`config.mk`:
```
export PLATFORM = sky130hd
export DESIGN_NAME = pdd_front
export DESIGN_NICKNAME = d
export VERILOG_FILES = /design/src/pdd_pkg.sv /design/src/pdd_front.sv
export SDC_FILE = /design/constraint.sdc
export NUM_CORES = 1
export LEC_CHECK = 0
export ABC_AREA = 1
export BUFFER_PORTS_ARGS = -buffer_cell sky130_fd_sc_hd__buf_4
export CORE_AREA = 8 8 111 113
export CTS_CLUSTER_DIAMETER = 40
export DETAILED_ROUTE_END_ITERATION = 16
export DIE_AREA = 0 0 119 121
export GPL_TIMING_DRIVEN = 0
export PLACE_DENSITY = 0.84
export SETUP_SLACK_MARGIN = 0.05
export SLEW_MARGIN = 0
export SYNTH_ARGS = -nofsm -noshare
export SYNTH_HDL_FRONTEND = slang
export SYNTH_SLANG_ARGS = --single-unit
```
`constraint.sdc`:
```
create_clock -name i_clk -period 4.33 [get_ports i_clk]
set_input_delay 0.866 -clock i_clk [delete_from_list [all_inputs] [get_ports i_clk]]
set_output_delay 0.866 -clock i_clk [all_outputs]
set_load 0.01 [all_outputs]
```
`src/pdd_pkg.sv`:
```
`timescale 1ns / 1ps
// Shared types and constants of the postings delta decoder.
package pdd_pkg;

    localparam int MAX_DOCS_DEFAULT = 65536;
    localparam int DOC_SPACE        = 65536;
    localparam int DOC_W            = 16;
    localparam int DOC_ADDR_MAX_W   = 24;
    localparam int WORD_W           = 32;
    localparam int FREQ_W           = 32;
    localparam int KIND_W           = 2;
    localparam int QUEUE_DEPTH      = 4;

    typedef enum logic [KIND_W-1:0] {
        KIND_START  = 2'd0,
        KIND_WORD   = 2'd1,
        KIND_DELETE = 2'd2,
        KIND_NONE   = 2'd3
    } t_kind;

    typedef enum logic [1:0] {
        OP_EMIT   = 2'd0,
        OP_CHECK  = 2'd1,
        OP_DELETE = 2'd2
    } t_op_code;

    // For a delete the doc field holds the bitmap address.
    typedef struct packed {
        t_op_code                  code;
        logic [DOC_ADDR_MAX_W-1:0] doc;
        logic [FREQ_W-1:0]         freq;
        logic                      last;
        logic                      error;
    } t_op;

    typedef struct packed {
        logic valid;
        t_op  op;
    } t_push;

    typedef struct packed {
        logic valid;
        t_op  op;
    } t_queue_head;

    typedef struct packed {
        logic clearing;
    } t_back_status;

endpackage

```
`src/pdd_front.sv`:
```
`timescale 1ns / 1ps
// Front end: accepts items, tracks the term state and queues operations.
module pdd_front #(
    parameter int MAX_DOCS = pdd_pkg::MAX_DOCS_DEFAULT
) (
    input  logic                        i_clk,
    input  logic                        i_rst_n,
    input  logic                        i_valid,
    input  logic [pdd_pkg::KIND_W-1:0]  i_kind,
    input  logic [pdd_pkg::WORD_W-1:0]  i_value,
    output logic                        o_ready,
    input  pdd_pkg::t_back_status       i_back_status,
    input  logic                        i_queue_full,
    output pdd_pkg::t_push              o_push
);
    import pdd_pkg::*;

    localparam logic [WORD_W-1:0] DocLimit =
        (MAX_DOCS < DOC_SPACE) ? WORD_W'(MAX_DOCS) : WORD_W'(DOC_SPACE);
    localparam logic [WORD_W-1:0] MaxDocs = WORD_W'(MAX_DOCS);

    logic [DOC_W-1:0]  r_doc, n_doc;
    logic [WORD_W-1:0] r_remaining, n_remaining;
    logic              r_awaiting, n_awaiting;

    logic              accept;
    logic              push_valid;
    t_op               push_op;
    logic [WORD_W-1:0] rem_dec;
    logic              is_last;
    logic [WORD_W-1:0] sum;

    assign o_ready = !i_queue_full && !i_back_status.clearing;
    assign accept  = i_valid && o_ready;

    always_comb begin
        n_doc       = r_doc;
        n_remaining = r_remaining;
        n_awaiting  = r_awaiting;
        push_valid  = 1'b0;
        push_op     = '0;
        rem_dec     = r_remaining - WORD_W'(1);
        is_last     = (rem_dec == '0);
        sum         = WORD_W'(r_doc) + WORD_W'(i_value[WORD_W-1:1]);
        case (t_kind'(i_kind))
            KIND_START: begin
                n_remaining = i_value;
                n_doc       = '0;
                n_awaiting  = 1'b0;
            end
            KIND_WORD: begin
                if (r_awaiting) begin
                    n_awaiting   = 1'b0;
                    n_remaining  = rem_dec;
                    push_valid   = 1'b1;
                    push_op.code = OP_CHECK;
                    push_op.doc  = DOC_ADDR_MAX_W'(r_doc);
                    push_op.freq = i_value;
                    push_op.last = is_last;
                end else if (r_remaining == '0) begin
                    push_valid    = 1'b1;
                    push_op.code  = OP_EMIT;
                    push_op.error = 1'b1;
                end else if (sum >= DocLimit) begin
                    n_remaining   = '0;
                    n_awaiting    = 1'b0;
                    push_valid    = 1'b1;
                    push_op.code  = OP_EMIT;
                    push_op.last  = 1'b1;
                    push_op.error = 1'b1;
                end else begin
                    n_doc = sum[DOC_W-1:0];
                    if (i_value[0]) begin
                        n_remaining  = rem_dec;
                        push_valid   = 1'b1;
                        push_op.code = OP_CHECK;
                        push_op.doc  = DOC_ADDR_MAX_W'(sum[DOC_W-1:0]);
                        push_op.freq = FREQ_W'(1);
                        push_op.last = is_last;
                    end else begin
                        n_awaiting = 1'b1;
                    end
                end
            end
            KIND_DELETE: begin
                push_valid = 1'b1;
                if (i_value >= MaxDocs) begin
                    push_op.code  = OP_EMIT;
                    push_op.error = 1'b1;
                end else begin
                    push_op.code = OP_DELETE;
                    push_op.doc  = i_value[DOC_ADDR_MAX_W-1:0];
                end
            end
            default: begin
            end
        endcase
        o_push.valid = accept && push_valid;
        o_push.op    = push_op;
    end

    always_ff @(posedge i_clk) begin
        if (!i_rst_n) begin
            r_doc       <= '0;
            r_remaining <= '0;
            r_awaiting  <= 1'b0;
        end else if (accept) begin
            r_doc       <= n_doc;
            r_remaining <= n_remaining;
            r_awaiting  <= n_awaiting;
        end
    end

endmodule

```
======== Yosys cells after proc, flatten, opt, wreduce, memory -nomap -nowiden ========
Cells that the tools add are included.
cells by class
  $add $sub $neg .......................... 2
  magnitude comparators ................... 2
  equality and inequality tests ........... 7
  multiplexer cells ....................... 35
  reduce and logical (&&, ||, !) cells .... 12
operator list
  kind                     number
  $mux W32                 4
  $ge A32 B17 Y1 const B   2
  $logic_not A32 Y1        2
  $pmux W32 S2             1
  $mux W59                 1
  $mux W58                 1
  $mux W57                 1
  $mux W56                 1
  $pmux W26 S2             1
  $mux W16                 3
  $mux W33                 1
  $add A16 B31 Y32         1
  $pmux W16 S2             1
  $sub A32 B1 Y32 const B  1
  $mux W24                 1
  $mux W1                  15
  $ne A2 B2 Y1 const B     3
  $pmux W1 S2              3
  $reduce_and A5 Y1        1
  $ne A4 B4 Y1 const B     1
  $reduce_and A4 Y1        1
  $logic_and A1 B1 Y1      3
  $ne A3 B3 Y1 const B     1
  $eq A2 B1 Y1 const B     1
  other kinds (6)          7
word-level totals
  flip-flop bits (word level) ............. 49
  input bits .............................. 39
  logic and storage cells ................. 61

======== Depth between registers and ports, before layout ========
  depth after elaboration ................. 7
  mapped depth ............................ 23

======== Worst setup path after synthesis ========
No wires, ideal clock.
  path type ............................... input to output
  start ................................... input i_value[1] (netlist bit)
  end ..................................... output o_push[48] (netlist bit)
  data arrival time ....................... 3,107 ps
  data required time ...................... 3,464 ps
  slack ................................... 357 ps
  stages on the path ...................... 23
  path buffers ............................ 1
  path through ............................ ha_1 -> inv_1 -> fa_1 -> inv_1 -> nand3_1 -> nand2_1 -> nand2_1 -> nand2_1 -> nand3_1 -> nand2_1 -> nand2_1 -> nand2_1 -> nand2_1 -> inv_2 -> nand2_1 -> nor2_4 -> nand2_2 -> nor2_4 -> inv_2 -> nor2_8 -> buf_12 -> nand3_2 -> nand2_1
RTL lines
  element             line             source
  start: declaration  pdd_front.sv:10  input logic [pdd_pkg::WORD_W-1:0] i_value,
  end: declaration    pdd_front.sv:14  output pdd_pkg::t_push o_push

==> results by group <==
Yosys
  – Post-synth top cells: nand2_1, inv_1, nor2_1, nand3_1, a21oi_1
  – Sequential share of the synthesized area: around 16%
  – Synth top area share: 22.98%
  – Synth warn: 0
  – Dominant synthesized flop cell: dfxtp_1
  – Netlist cell types: 36
  – EDFF count, synth: 0
  – Most frequent cell after synthesis: nand2_1
  – Ys async rst share: 0%
  – Post-Synthesis Mean Instance Area: about 5.3 µm²
  – Yosys top cell by area: nand2_1
  – Most area-consuming cells after synthesis: nand2_1, dfxtp_1, inv_1
  – Post-synthesis register bit count: 49
  – Cells after Synth: 1143
  – Mapped Area: about 6000 µm²

Die
  – I/O pins: ~100
  – Die area: 14400 µm²
  – Die X: about 120 µm
  – Core area: around 11000 µm²
  – Placement row count: 38
  – Die height: roughly 120 µm
  – Initial Utilization: around 58%

Power
  – Leak pwr: 4.321 nW
  – PD cells: roughly 160 nW/µm²
  – VDD IR max: 0.1539 mV

Critical path
  – Worst reg2reg setup slack: about 0.26 ns
  – CP most frequent cell: nand2_2
  – Startpoint Class: input pin
  – WP buf/inv: 8
  – R2r worst-path depth: 31
  – Critical path depth: 26
  – Critical path peak fanout: 5
  – Slowest stage delay, CP: 0.36 ns
  – Crit path to: o_push[46]
  – CP Capture Type: output pin
  – CP delay by family, top: simple AND/OR/NAND/NOR gates
  – Kind of critical path: in2out
  – CP startpoint: i_value[1]
  – FF-to-FF Start: r_doc[0]
  – Critical path arrival: 3.56 ns
  – Slowest CP cell: fa_2
  – CP Data Required Time: 3.46 ns
  – FF-to-FF End: r_remaining[27]

Timing
  – Setup Viol. Count Final: 14
  – Min Clock Period, post-route: about 4.4 ns
  – Slew margin rel.: 48.02%
  – Fmax: about 230 MHz
  – Hold Fails Final Rpt: 0
  – Worst Setup Slack, final: -0.09790 ns
  – Worst clock skew: 0.03177 ns
  – Slew at the pin closest to its max-slew limit: 0.7738 ns
  – RSZ-0062 raised after global routing: yes
  – Slew Viols, Final: 0
  – Fin crit share: 102.3%

Clock tree
  – CTS sink cnt: 49
  – Worst-Skew Late Latency: roughly 0.33 ns
  – CTS Buffer Depth: 2
  – CTS tree: done
  – Post-CTS Hold Fix Bufs: 0
  – H-tree levels: 2
  – CTS buffer count: 5
  – Root Buffer: clkbuf_8
  – Clock slew at reported path FFs: around 0.13 ns

Status
  – Status: finished with violations
  – Failing checks: setup timing

Placed design
  – HPWL after DPL: approximately 16 mm
  – Port Buffers: between 80 and 90
  – Gpl congestion: 0.9668
  – Placed Cells incl. Taps: 1377

Global routing
  – Gr busiest metal: met2
  – Initial antenna violation count: 0
  – First-pass GRT wire length: approximately 34 mm
  – Vias in the first global route: ~7200
  – Met2 usage: between 40% and 50%
  – GRT met1 Usage: between 30% and 40%
  – Maximum number of pins on one net before global-route repair: 17
  – M3 GR Usage: between 3 and 4%
  – Total track usage: 27.98%
  – Grt ovf: 0

Route
  – ANT nets after route: 0
  – Remaining DRCs: 0
  – Routed length per instance: ~16 µm
  – Initial drt markers: ~930
  – Drt via density: 5.556
  – Total number of vias: slightly below 8000
  – Drt total wl: between 20 and 25 mm
  – Drt pass-1 iters: 7

Finish
  – Area grow syn2layout: 28.88%
  – Share of layout cells above drive strength 1: roughly a fifth
  – Final net count: between 1000 and 1500
  – Ant diodes: 0
  – Finished Core Util: 74.26%
  – Finished Layout Cells: 1416

Job
  – Number of max-cap violations: 0

Min path
  – Hold path depth: 2
  – HP Class: reg2reg
[cell type report]
class                   instances  area (µm²)
flip-flops and latches         49       980.9
repair buffers                118       978.4
inverters                     192       723.2
plain buffers                  49       269.0
multi-input cells             860        4648
clock buffers                   6       82.58
well taps                     140       175.2
fillers                       873        2729
clock inverters                 2       16.27
[sequential cells by signal (all words and copies together) (netlist names)]
register,cells
r_awaiting,1
r_doc,16
r_remaining,32
[how the worst min path moves through the flow]
stage              start         to  slack, ns
6_report        r_doc[0]   r_doc[0]       0.53
5_1_grt        r_doc[15]  r_doc[15]       0.55
4_1_cts         r_doc[2]   r_doc[2]       0.51
3_5_place_dp   r_doc[14]  r_doc[14]       0.48
3_3_place_gp    r_doc[6]   r_doc[6]       0.47
2_1_floorplan   r_doc[0]   r_doc[0]       0.46
[worst min-delay path, delay by kind of cell (launching register included)]
kind,cells,cell delay (ns)
AOI/OAI and AO/OA,1,0.05
DFF,1,0.37
and+or+nand+nor,1,0.08
[routing by layer]
layer | share of wire, % | up-vias
met1 | 38 | 3479
met5 | 0 | -
met2 | 48 | 483
met3 | 9.7 | 122
li1 | - | 3783
met4 | 4.7 | 0
[where the power goes]
group          switching, mW  leakage [nW]  internal, mW  total [mW]
combinational          0.324          3.88         0.162       0.486
clock                  0.186        0.0478         0.132       0.318
sequential           0.00885         0.397         0.462       0.471
[timing repair]
item	CTS	global route
buffers inserted	25	6
cloned	1	0
pin swaps	13	17
gates resized for setup	71	49
endpoints found under the setup margin	20	71
[cell families (layout without fill, tap and decap cells)]
kind of cell,count (synthesis),in the layout,share of synthesized area [%]
DFF,49,49,16.06
AOI/OAI and AO/OA,80,80,7.762
buffers and inverters,241,367,15.99
adders and majority gates,23,23,4.833
other,1,8,0.06138
and+or+nand+nor,712,712,49.99
xor gates and xnor gates,37,37,5.304
[cell usage in the layout, fill, tap and decap left out, drive strengths merged]
cell / n
a21boi: 1
a21oi: 56
a32oi: 16
and3: 2
buf: 145
clkbuf: 28
clkinv: 1
clkinvlp: 1
conb: 8
dfxtp: 49
fa: 1
ha: 22
inv: 192
nand2: 379
nand3: 102
nand4: 20
nor2: 180
nor3: 18
nor4: 9
o21ai: 5
o21bai: 1
o22ai: 1
or2: 2
xnor2: 2
xor2: 35
[metrics by stage]
| step | cell area [µm²] | setup slack [ns] | hold WS [ns] | TNS, ns | power (mW) |
|---|---|---|---|---|---|
| final | 7874 | -0.09790 | 0.5304 | -0.9088 | 1.275 |
| after global placement | 6964 | -0.3989 | 0.4741 | -5.855 | 0.9138 |
| after detailed placement | 6964 | -0.3928 | 0.4796 | -5.857 | 0.9173 |
| after CTS | 7659 | 0.05025 | 0.5138 | 0 | 1.236 |
| after floorplan | 6136 | 0.3574 | 0.4570 | 0 | 0.7926 |
| after global routing | 7874 | -0.1512 | 0.5525 | -1.840 | 1.337 |
No activity file was read; power rests on OpenSTA's default activity.
