--- src/pdd_pkg.sv ---
`timescale 1ns / 1ps
// Shared types and constants of the postings delta decoder.
package pdd_pkg;

    localparam int MAX_DOCS_DEFAULT = 65536;
    localparam int DOC_SPACE        = 65536;
    localparam int DOC_W            = 16;
    localparam int DOC_ADDR_MAX_W   = 24;
    localparam int WORD_W           = 32;
    localparam int FREQ_W           = 32;
    localparam int KIND_W           = 2;
    localparam int QUEUE_DEPTH      = 4;

    typedef enum logic [KIND_W-1:0] {
        KIND_START  = 2'd0,
        KIND_WORD   = 2'd1,
        KIND_DELETE = 2'd2,
        KIND_NONE   = 2'd3
    } t_kind;

    typedef enum logic [1:0] {
        OP_EMIT   = 2'd0,
        OP_CHECK  = 2'd1,
        OP_DELETE = 2'd2
    } t_op_code;

    // For a delete the doc field holds the bitmap address.
    typedef struct packed {
        t_op_code                  code;
        logic [DOC_ADDR_MAX_W-1:0] doc;
        logic [FREQ_W-1:0]         freq;
        logic                      last;
        logic                      error;
    } t_op;

    typedef struct packed {
        logic valid;
        t_op  op;
    } t_push;

    typedef struct packed {
        logic valid;
        t_op  op;
    } t_queue_head;

    typedef struct packed {
        logic clearing;
    } t_back_status;

endpackage

--- src/pdd_queue.sv ---
`timescale 1ns / 1ps
// Short operation queue between the front end and the back end.
module pdd_queue (
    input  logic                  i_clk,
    input  logic                  i_rst_n,
    input  pdd_pkg::t_push        i_push,
    input  logic                  i_pop,
    output logic                  o_full,
    output pdd_pkg::t_queue_head  o_head
);
    import pdd_pkg::*;

    localparam int PtrW = $clog2(QUEUE_DEPTH);
    localparam int CntW = $clog2(QUEUE_DEPTH + 1);
    localparam logic [PtrW-1:0] LastPtr = PtrW'(QUEUE_DEPTH - 1);

    t_op               r_slots [QUEUE_DEPTH];
    logic [PtrW-1:0]   r_wr_ptr, r_rd_ptr;
    logic [CntW-1:0]   r_count;
    logic              do_pop;

    assign o_full       = (r_count == CntW'(QUEUE_DEPTH));
    assign o_head.valid = (r_count != '0);
    assign o_head.op    = r_slots[r_rd_ptr];
    assign do_pop       = i_pop && o_head.valid;

    always_ff @(posedge i_clk) begin
        if (i_push.valid) begin
            r_slots[r_wr_ptr] <= i_push.op;
        end
    end

    always_ff @(posedge i_clk) begin
        if (!i_rst_n) begin
            r_wr_ptr <= '0;
            r_rd_ptr <= '0;
            r_count  <= '0;
        end else begin
            if (i_push.valid) begin
                r_wr_ptr <= (r_wr_ptr == LastPtr) ? '0 : r_wr_ptr + PtrW'(1);
            end
            if (do_pop) begin
                r_rd_ptr <= (r_rd_ptr == LastPtr) ? '0 : r_rd_ptr + PtrW'(1);
            end
            if (i_push.valid && !do_pop) begin
                r_count <= r_count + CntW'(1);
            end else if (!i_push.valid && do_pop) begin
                r_count <= r_count - CntW'(1);
            end
        end
    end

endmodule

--- config.mk ---
export PLATFORM = sky130hd
export DESIGN_NAME = pdd_queue
export DESIGN_NICKNAME = d
export VERILOG_FILES = /design/src/pdd_pkg.sv /design/src/pdd_queue.sv
export SDC_FILE = /design/constraint.sdc
export NUM_CORES = 1
export LEC_CHECK = 0
export BUFFER_PORTS_ARGS = -buffer_cell sky130_fd_sc_hd__buf_4
export CAP_MARGIN = 20
export CORE_MARGIN = 5
export CORE_UTILIZATION = 55
export DETAILED_ROUTE_END_ITERATION = 12
export HOLD_SLACK_MARGIN = 0.05
export PLACE_DENSITY = 0.85
export SYNTH_ARGS = -nofsm -noshare
export SYNTH_HDL_FRONTEND = slang
export SYNTH_SLANG_ARGS = --single-unit
--- constraint.sdc ---
create_clock -name i_clk -period 2.8 [get_ports i_clk]
set_input_delay 0.28 -clock i_clk [delete_from_list [all_inputs] [get_ports i_clk]]
set_output_delay 0.28 -clock i_clk [all_outputs]
set_load 0.005 [all_outputs]
* Word-level counts from Yosys, hierarchy flattened
Memory sizes are Yosys's and may differ from the RTL's. A register that Yosys moved wholly into a read port is not among the register bits. Cells that the tools add are included.
Word-level totals: flip-flop bits (word level) 7, bits in latches 0, bits in writable memories 240, memory bits (read-only) 0, bits of input ports 64, output and inout bits 62, logic and storage cells 26, memories 1
Memory list:
- r_slots | words 4, width 60, read ports 1, clocked after memory_dff 1, write ports 1, line pdd_queue.sv:17 | t_op r_slots [QUEUE_DEPTH];
Operators by class: $add $sub $neg 4, $mul 0, div/mod/pow operators 0, magnitude comparators 0, equality and inequality tests 3, shift operators 0, muxes and demuxes 8, bitwise gates (word level) 0, reductions and logical operators 7
Operator list (number):
- 2-to-1 mux 2 bit | 4
- 2-to-1 mux 3 bit | 2
- adder 2 x 1 -> 2 bit (second input constant) | 2
- == test 2 bit (second input constant) | 2
- adder 3 x 1 -> 3 bit (second input constant) | 1
- == test 3 bit (second input constant) | 1
- logical AND 1 bit | 3
- nonzero test 3 bit | 1
- subtractor 3 x 1 -> 3 bit (second input constant) | 1
- logical NOT 1 bit | 2
- 2-to-1 mux 1 bit | 2
- nonzero test 2 bit | 1

* Logic depth before layout (Yosys ltp)
Gate-level depths: netlist of run 1.
depth in word-level cells 5, mapped depth 7, depth with buffers taken out 7

* Worst setup path after synthesis of run 1
No wires, ideal clock.
kind reg2reg, start point register r_wr_ptr[0], end point memory r_slots[3][0] in the netlist's numbering (enable), setup time 424 ps, data arrival time 1965 ps, required time 2376 ps, slack 411 ps, cell stages (with the launch flop) 3, buffers on the path 0, clock period less this slack 2389 ps, cell sequence dfxtp_1 -> ha_1 -> and2_1
RTL lines:
- from (decl) | line pdd_queue.sv:18 | logic [PtrW-1:0] r_wr_ptr, r_rd_ptr;
- from (signal assigned) | line pdd_queue.sv:40 | r_wr_ptr <= (r_wr_ptr == LastPtr) ? '0 : r_wr_ptr + PtrW'(1);
- to (decl) | line pdd_queue.sv:17
Straight into the memory's write port.

==> summary.txt, run 1 <==
Run status
  • Outcome: complete, no violations

Timing
  • Relative slew slack: 0.380
  • Final Hold Fails: 0
  • Clk_skew: 0.00795 ns
  • Count of pins over their slew limit: 0
  • Finish-stage setup viols: 0
  • Fmax: 0.416 GHz
  • Worst-Margin Slew: 0.931 ns
  • Setup TNS: 0 ns
  • Fin crit period: 2.40 ns
  • Period utilization: 0.858
  • Min setup slack post-route: 0.399 ns
  • RSZ-0062 raised after global routing: no

Pwr
  • Max VDD drop: 0.000600 V
  • Flop pwr share: 0.461
  • Comb pwr share: 0.197
  • P per Cell Area: 819 nW/µm²
  • Clock power frac: 0.342
  • Switch share: 0.223
  • Net Sw Power: 2150 µW
  • Pint: 7480 µW
  • Leakage power total: 0.00402 µW

Global route
  • M2 GR Usage: 0.305
  • GRT Util Overall: 0.174
  • Met1 GRT Util: 0.232
  • GR Util met3: 0.0326
  • Pin count of the biggest net entering global routing: 61
  • Total gr overflow: 0
  • Initial antenna violation count: 0
  • Grt peak-use layer: met2
  • First-pass GRT wire length: 26,500 µm
  • Number of global-route vias before repair: 4,743

Floorplanning
  • Initial core utilization: 0.558
  • Die width: 139 µm
  • Die Area: 19,400 µm²
  • # rows: 47
  • I/O pin count: 126
  • Die Span Y: 139 µm
  • Core area: 16,500 µm²

Clock network
  • CTS Buf Count: 24
  • CTS Hold Bufs: 61
  • Worst skew pair latency: 0.49 ns
  • Clk root buf: clkbuf_16
  • CTS clock-pin slew for the worst setup and hold paths: 0.06 ns
  • Clk buf depth: 3
  • Post-CTS Setup Bufs: 0
  • Clk sinks: 249
  • Htree depth: 1
  • CTS tree: built
  • CTS resizes: 0

Placed design
  • Port Buffers: 125
  • Area of placed instances: 10,300 µm²
  • Dpl ws: 0.431 ns
  • Gpl congestion: 0.682
  • Placed insts: 695
  • HPWL after DPL: 9270 µm

Hold path
  • Hold Crit Class: in -> reg
  • Worst hold start: i_push[60]
  • Worst hold stages: 3
  • WHS Endpoint: r_wr_ptr[1]

Setup path
  • CP Launch Type: register
  • Reg2Reg Launch Point: r_count[0]
  • CP max FO: 15
  • R2R setup slack: 0.41 ns
  • CP arrival: 2.12 ns
  • Worst r2r path cells: 7
  • FF-to-FF End: r_count[2]
  • Data required time at the worst endpoint: 2.52 ns
  • CP Class: reg -> out
  • CP endpoint kind: output pin

Drt
  • Avg WL per Cell: 20.8 µm
  • Vias per cell: 5.37
  • Number of remaining DRC errors: 0
  • Routed Antenna Nets: 0
  • Final wirelength: 16,700 µm
  • Initial DRC Count: 293
  • DR pass1 iterations: 4
  • Vias: 4,299

Yosys
  • Post-Synthesis Cells: 360
  • Cell taking the most area after synthesis: edfxtp_1
  • Number of synthesized flops with an enable pin: 240
  • Synth Cell Area: 9180 µm²
  • Avg Inst Size Synth: 25.5 µm²
  • Register area share after synthesis: 0.804
  • Top-count cell post-synth: edfxtp_1
  • Mapped Nets: 431
  • Synth top area cells: edfxtp_1, mux4_2, dfxtp_1
  • Synthesized flop and latch total: 249
  • Yosys warning count: 0
  • Commonest cells post-synth: edfxtp_1, mux4_2, dfxtp_1
  • Asr flop ratio synth: 0
  • Top cell type's share of synthesized area: 0.785
  • Synth cell types: 23
  • Ys flop type: edfxtp_1

Cells and area
  • Layout fillers: 972
  • Fraction of layout cells with a size suffix above 1: 0.398
  • Finished Layout Cells: 800
  • P&R area growth vs syn: 27.9%
  • # diodes: 0
  • Final net count: 633
  • Final instance area: 11,700 µm²

Job
  • Max-Cap Viols: 0
[power groups by stage]
stage                     Clock, µW  Combinational [µW]  Sequential, µW
after global routing           3540                2050            4460
after detailed placement          0                1850            4520
final                          3290                1900            4430
after floorplan                   0                1220            4420
after CTS                      3340                1940            4440
after global placement            0                1810            4500
[sequential cells by signal, indices dropped and copies added, names as in the netlist, named ones only]
signal and count:
r_slots 240, r_count 3, r_rd_ptr 2, r_wr_ptr 2
[cell type report]
type	instances	area, µm²	area share
Multi-Input combinational cell	94	1630	0.139
Sequential cell	249	7390	0.629
Inverter	3	11.3	0.000959
Clock buffer	34	709	0.0604
Clock inverter	10	123	0.0104
Timing Repair Buffer	190	1600	0.137
Tap cell	220	275	0.0234
[worst max path at each step]
stage,cells after the start,slack [ns],end,from
after floorplan,2,0.41,r_slots[3][0],r_wr_ptr[0]
after global placement,7,0.63,r_count[2],r_count[0]
after detailed placement,7,0.43,r_count[2],r_count[0]
after CTS,3,0.34,o_head[23],register
after global routing,3,0.25,o_head[58],register
final,3,0.40,o_head[58],register
[cells in the final DEF, fill, tap and decap left out]
cell	count
a21boi_0	1
and2_1	1
and2_4	4
buf_12	2
buf_4	127
bufinv_16	3
clkbuf_1	4
clkbuf_16	25
clkbuf_8	5
clkinv_1	4
clkinv_2	2
clkinvlp_4	1
dfxtp_1	7
dfxtp_2	1
dfxtp_4	1
dlygate4sd3_1	61
edfxtp_1	240
fa_1	1
ha_1	6
inv_1	3
mux2i_1	3
mux4_2	60
nand2_1	2
nand3_1	2
nor2_1	2
nor2b_1	3
nor3b_1	1
o21ai_0	3
o31ai_1	1
or3_1	2
xnor2_1	1
xor2_1	1
[per-stage QoR]
step                      total power [µW]  hold WS (ns)  utilization
after detailed placement              6370         0.483        0.626
after global placement                6310         0.478        0.626
final                                 9620         0.132        0.713
after CTS                             9720         0.120        0.713
after floorplan                       5630         0.379            -
after global routing                 10000         0.170        0.713
[critical path, cell delays in order, from the launching register on]
cell     delay, ns
dfxtp_4       0.56
buf_4         0.33
mux4_2        0.56
buf_4         0.16
[kinds of logic (layout without fill, tap and decap cells)]
| family | after synthesis | count (layout) | share of synthesized area |
|---|---|---|---|
| AOI/OAI and AO/OA | 5 | 5 | 0.00327 |
| xor gates and xnor gates | 2 | 2 | 0.00191 |
| muxes | 63 | 63 | 0.150 |
| adders and majority gates | 7 | 7 | 0.0104 |
| and+or+nand+nor | 17 | 17 | 0.0104 |
| buffers and inverters | 17 | 237 | 0.0192 |
| DFF | 249 | 249 | 0.804 |
[routing by layer]
layer / wire length [µm] / vias up
met1: 6840 / 2229
met3: 755 / 21
met2: 8880 / 115
li1: - / 1934
met4: 194 / 0
met5: 0 / -
Power figures use the tool's default switching activity.
==> run 2: changes to the inputs <==
- CORE_UTILIZATION: 55 -> 51
- PLACE_DENSITY: 0.85 -> 0.83
- clock period: 2.8 -> 2.1 ns (I/O delays scaled with it)
==> summary.txt, run 2 (synthesized netlist as in run 1, its figures left out) <==
Clock network
  • Clk sinks: 249 (unchanged)
  • Worst skew pair latency: 0.50 ns (about the same)
  • Htree depth: 1 (unchanged)
  • Clk buf depth: 3 (unchanged)
  • CTS tree: built
  • CTS Buf Count: 25 (+4.2%)
  • Clk root buf: clkbuf_16
  • CTS clock-pin slew for the worst setup and hold paths: 0.06 ns (about the same)

Timing
  • Clk_skew: 0.00726 ns (-0.000686 ns)
  • Setup TNS: 0 ns (unchanged)
  • Fmax: 0.480 GHz
  • Final Hold Fails: 0 (unchanged)
  • RSZ-0062 raised after global routing: yes
  • Fin crit period: 2.08 ns
  • Relative slew slack: 0.734 (+0.354)
  • Period utilization: 0.993
  • Hold Slack: 0.0756 ns (-0.0560 ns)
  • Finish-stage setup viols: 0 (unchanged)
  • Worst-Margin Slew: 0.399 ns (-0.532 ns)
  • Min setup slack post-route: 0.0157 ns (-0.383 ns)
  • Count of pins over their slew limit: 0 (unchanged)

Placed design
  • Gpl congestion: 0.703 (+3.2%)
  • Placed insts: 714 (+2.7%)
  • Dpl ws: -0.0591 ns (-0.491 ns)
  • Port Buffers: 125 (unchanged)
  • HPWL after DPL: 10,300 µm (+12%)

Hold path
  • Worst hold start: i_push[60]
  • Hold Crit Class: in -> reg
  • Worst hold stages: 3 (unchanged)
  • WHS Endpoint: r_wr_ptr[1]

Floorplanning
  • Die Area: 20,800 µm² (+7.3%)
  • Die Span Y: 144 µm (+3.6%)
  • I/O pin count: 126 (unchanged)
  • # rows: 49 (+4.3%)
  • Die width: 144 µm (+3.6%)
  • Core area: 17,800 µm² (+8.4%)
  • Initial core utilization: 0.515 (-0.0430)

Setup path
  • CP max FO: 15 (unchanged)
  • FF-to-FF End: r_count[2]
  • Data required time at the worst endpoint: 1.89 ns (-0.63 ns)
  • R2R setup slack: 0.07 ns (-0.34 ns)
  • CP arrival: 1.87 ns (-0.25 ns)
  • CP Launch Type: register
  • Reg2Reg Launch Point: r_count[2]
  • CP Class: reg -> out
  • CP endpoint kind: output pin
  • Worst r2r path cells: 7 (unchanged)

Pwr
  • Leakage power total: 0.00417 µW (+3.8%)
  • P per Cell Area: 1080 nW/µm² (+31%)
  • Switch share: 0.229 (+0.00631)
  • Flop pwr share: 0.446 (-0.015)
  • Clock power frac: 0.315 (-0.027)
  • Pint: 10,100 µW (+35%)
  • Max VDD drop: 0.000850 V (+42%)
  • Net Sw Power: 3000 µW (+40%)
  • Comb pwr share: 0.239 (+0.042)

Cells and area
  • Finished Layout Cells: 826 (+3.3%)
  • # diodes: 0 (unchanged)
  • Most common cell after layout, fill and taps aside: edfxtp_1
  • Top Registers: r_slots: 240 flops, r_count: 3 flops
  • Fraction of layout cells with a size suffix above 1: 0.407 (+0.00876)
  • Final net count: 650 (+2.7%)
  • Most frequent cells in the layout: edfxtp_1, buf_4, dlygate4sd3_1
  • P&R area growth vs syn: 32.5%
  • Max reg flops: 240 (unchanged)
  • Top reg by flops: r_slots

Drt
  • Routed Antenna Nets: 0 (unchanged)
  • Final wirelength: 17,700 µm (+6.2%)
  • Avg WL per Cell: 21.4 µm (+2.9%)
  • Vias per cell: 5.36 (-0.31%)
  • Vias: 4,425 (+2.9%)
  • Initial DRC Count: 210 (-28%)
  • Number of remaining DRC errors: 0 (unchanged)
  • DR pass1 iterations: 4 (unchanged)

Global route
  • Pin count of the biggest net entering global routing: 27 (-56%)
  • GRT Util Overall: 0.171 (-0.00326)
  • Number of global-route vias before repair: 4,817 (+1.6%)
  • Total gr overflow: 0 (unchanged)
  • First-pass GRT wire length: 26,900 µm (+1.5%)
  • Initial antenna violation count: 1 (+1)

Run status
  • Outcome: complete, no violations

Job
  • Max-Cap Viols: 0 (unchanged)
==> run 2: timing repair <==
item	CTS	global route
cloned	1	1
endpoints found under the hold margin	247	0
hold buffers	61	0
setup endpoints to repair	56	56
buffers inserted	2	3
gates resized for setup	25	23
pin swaps	2	2
==> run 2: layer usage <==
metal / routed length (µm) / GRT usage / vias to the layer above
li1: - / - / 1970
met1: 6930 / 0.221 / 2311
met2: 9520 / 0.299 / 115
met3: 960 / 0.0354 / 27
met4: 281 / 0.0457 / 2
met5: 11 / 0 / -
==> run 2: through the flow <==
step,instance area [µm²],power [µW],utilization
global route,12200,13700,0.682
finish,12200,13100,0.682
global placement,10500,8500,0.589
floorplan,9190,7510,-
CTS,12100,13100,0.676
detailed placement,10500,8580,0.589
==> run 2: worst max-delay path by stage <==
stage	start	end	slack [ns]	depth (start not counted)
4_1_cts	register	o_head[29]	-0.07	3
6_report	register	o_head[29]	0.02	4
2_1_floorplan	r_count[0]	r_count[2]	0.001	7
3_3_place_gp	r_count[1]	r_count[2]	0.09	7
3_5_place_dp	r_count[1]	r_count[2]	-0.06	7
5_1_grt	register	o_head[29]	-0.06	4
==> run 2: worst max-delay path, cell delays in order (launching register included) <==
cell and delay (ns):
dfxtp_4 0.39, buf_12 0.13, buf_16 0.18, mux4_2 0.54, buf_6 0.14
==> run 2: power groups by stage <==
stage          registers [µW]  clock network, µW  logic (µW)
5_1_grt                  5860               4470        3360
3_3_place_gp             5940                  0        2560
3_5_place_dp             5970                  0        2610
4_1_cts                  5850               4230        3010
6_report                 5850               4120        3130
2_1_floorplan            5880                  0        1620
==> run 2: layout make-up <==
cell class / instances / area [µm²]
Tap cell: 229 / 287
Multi-Input combinational cell: 94 / 1640
Timing Repair Buffer: 206 / 2070
Fill cell: 1089 / 5680
Clock buffer: 32 / 652
Sequential cell: 249 / 7390
Clock inverter: 13 / 116
Inverter: 3 / 11.3
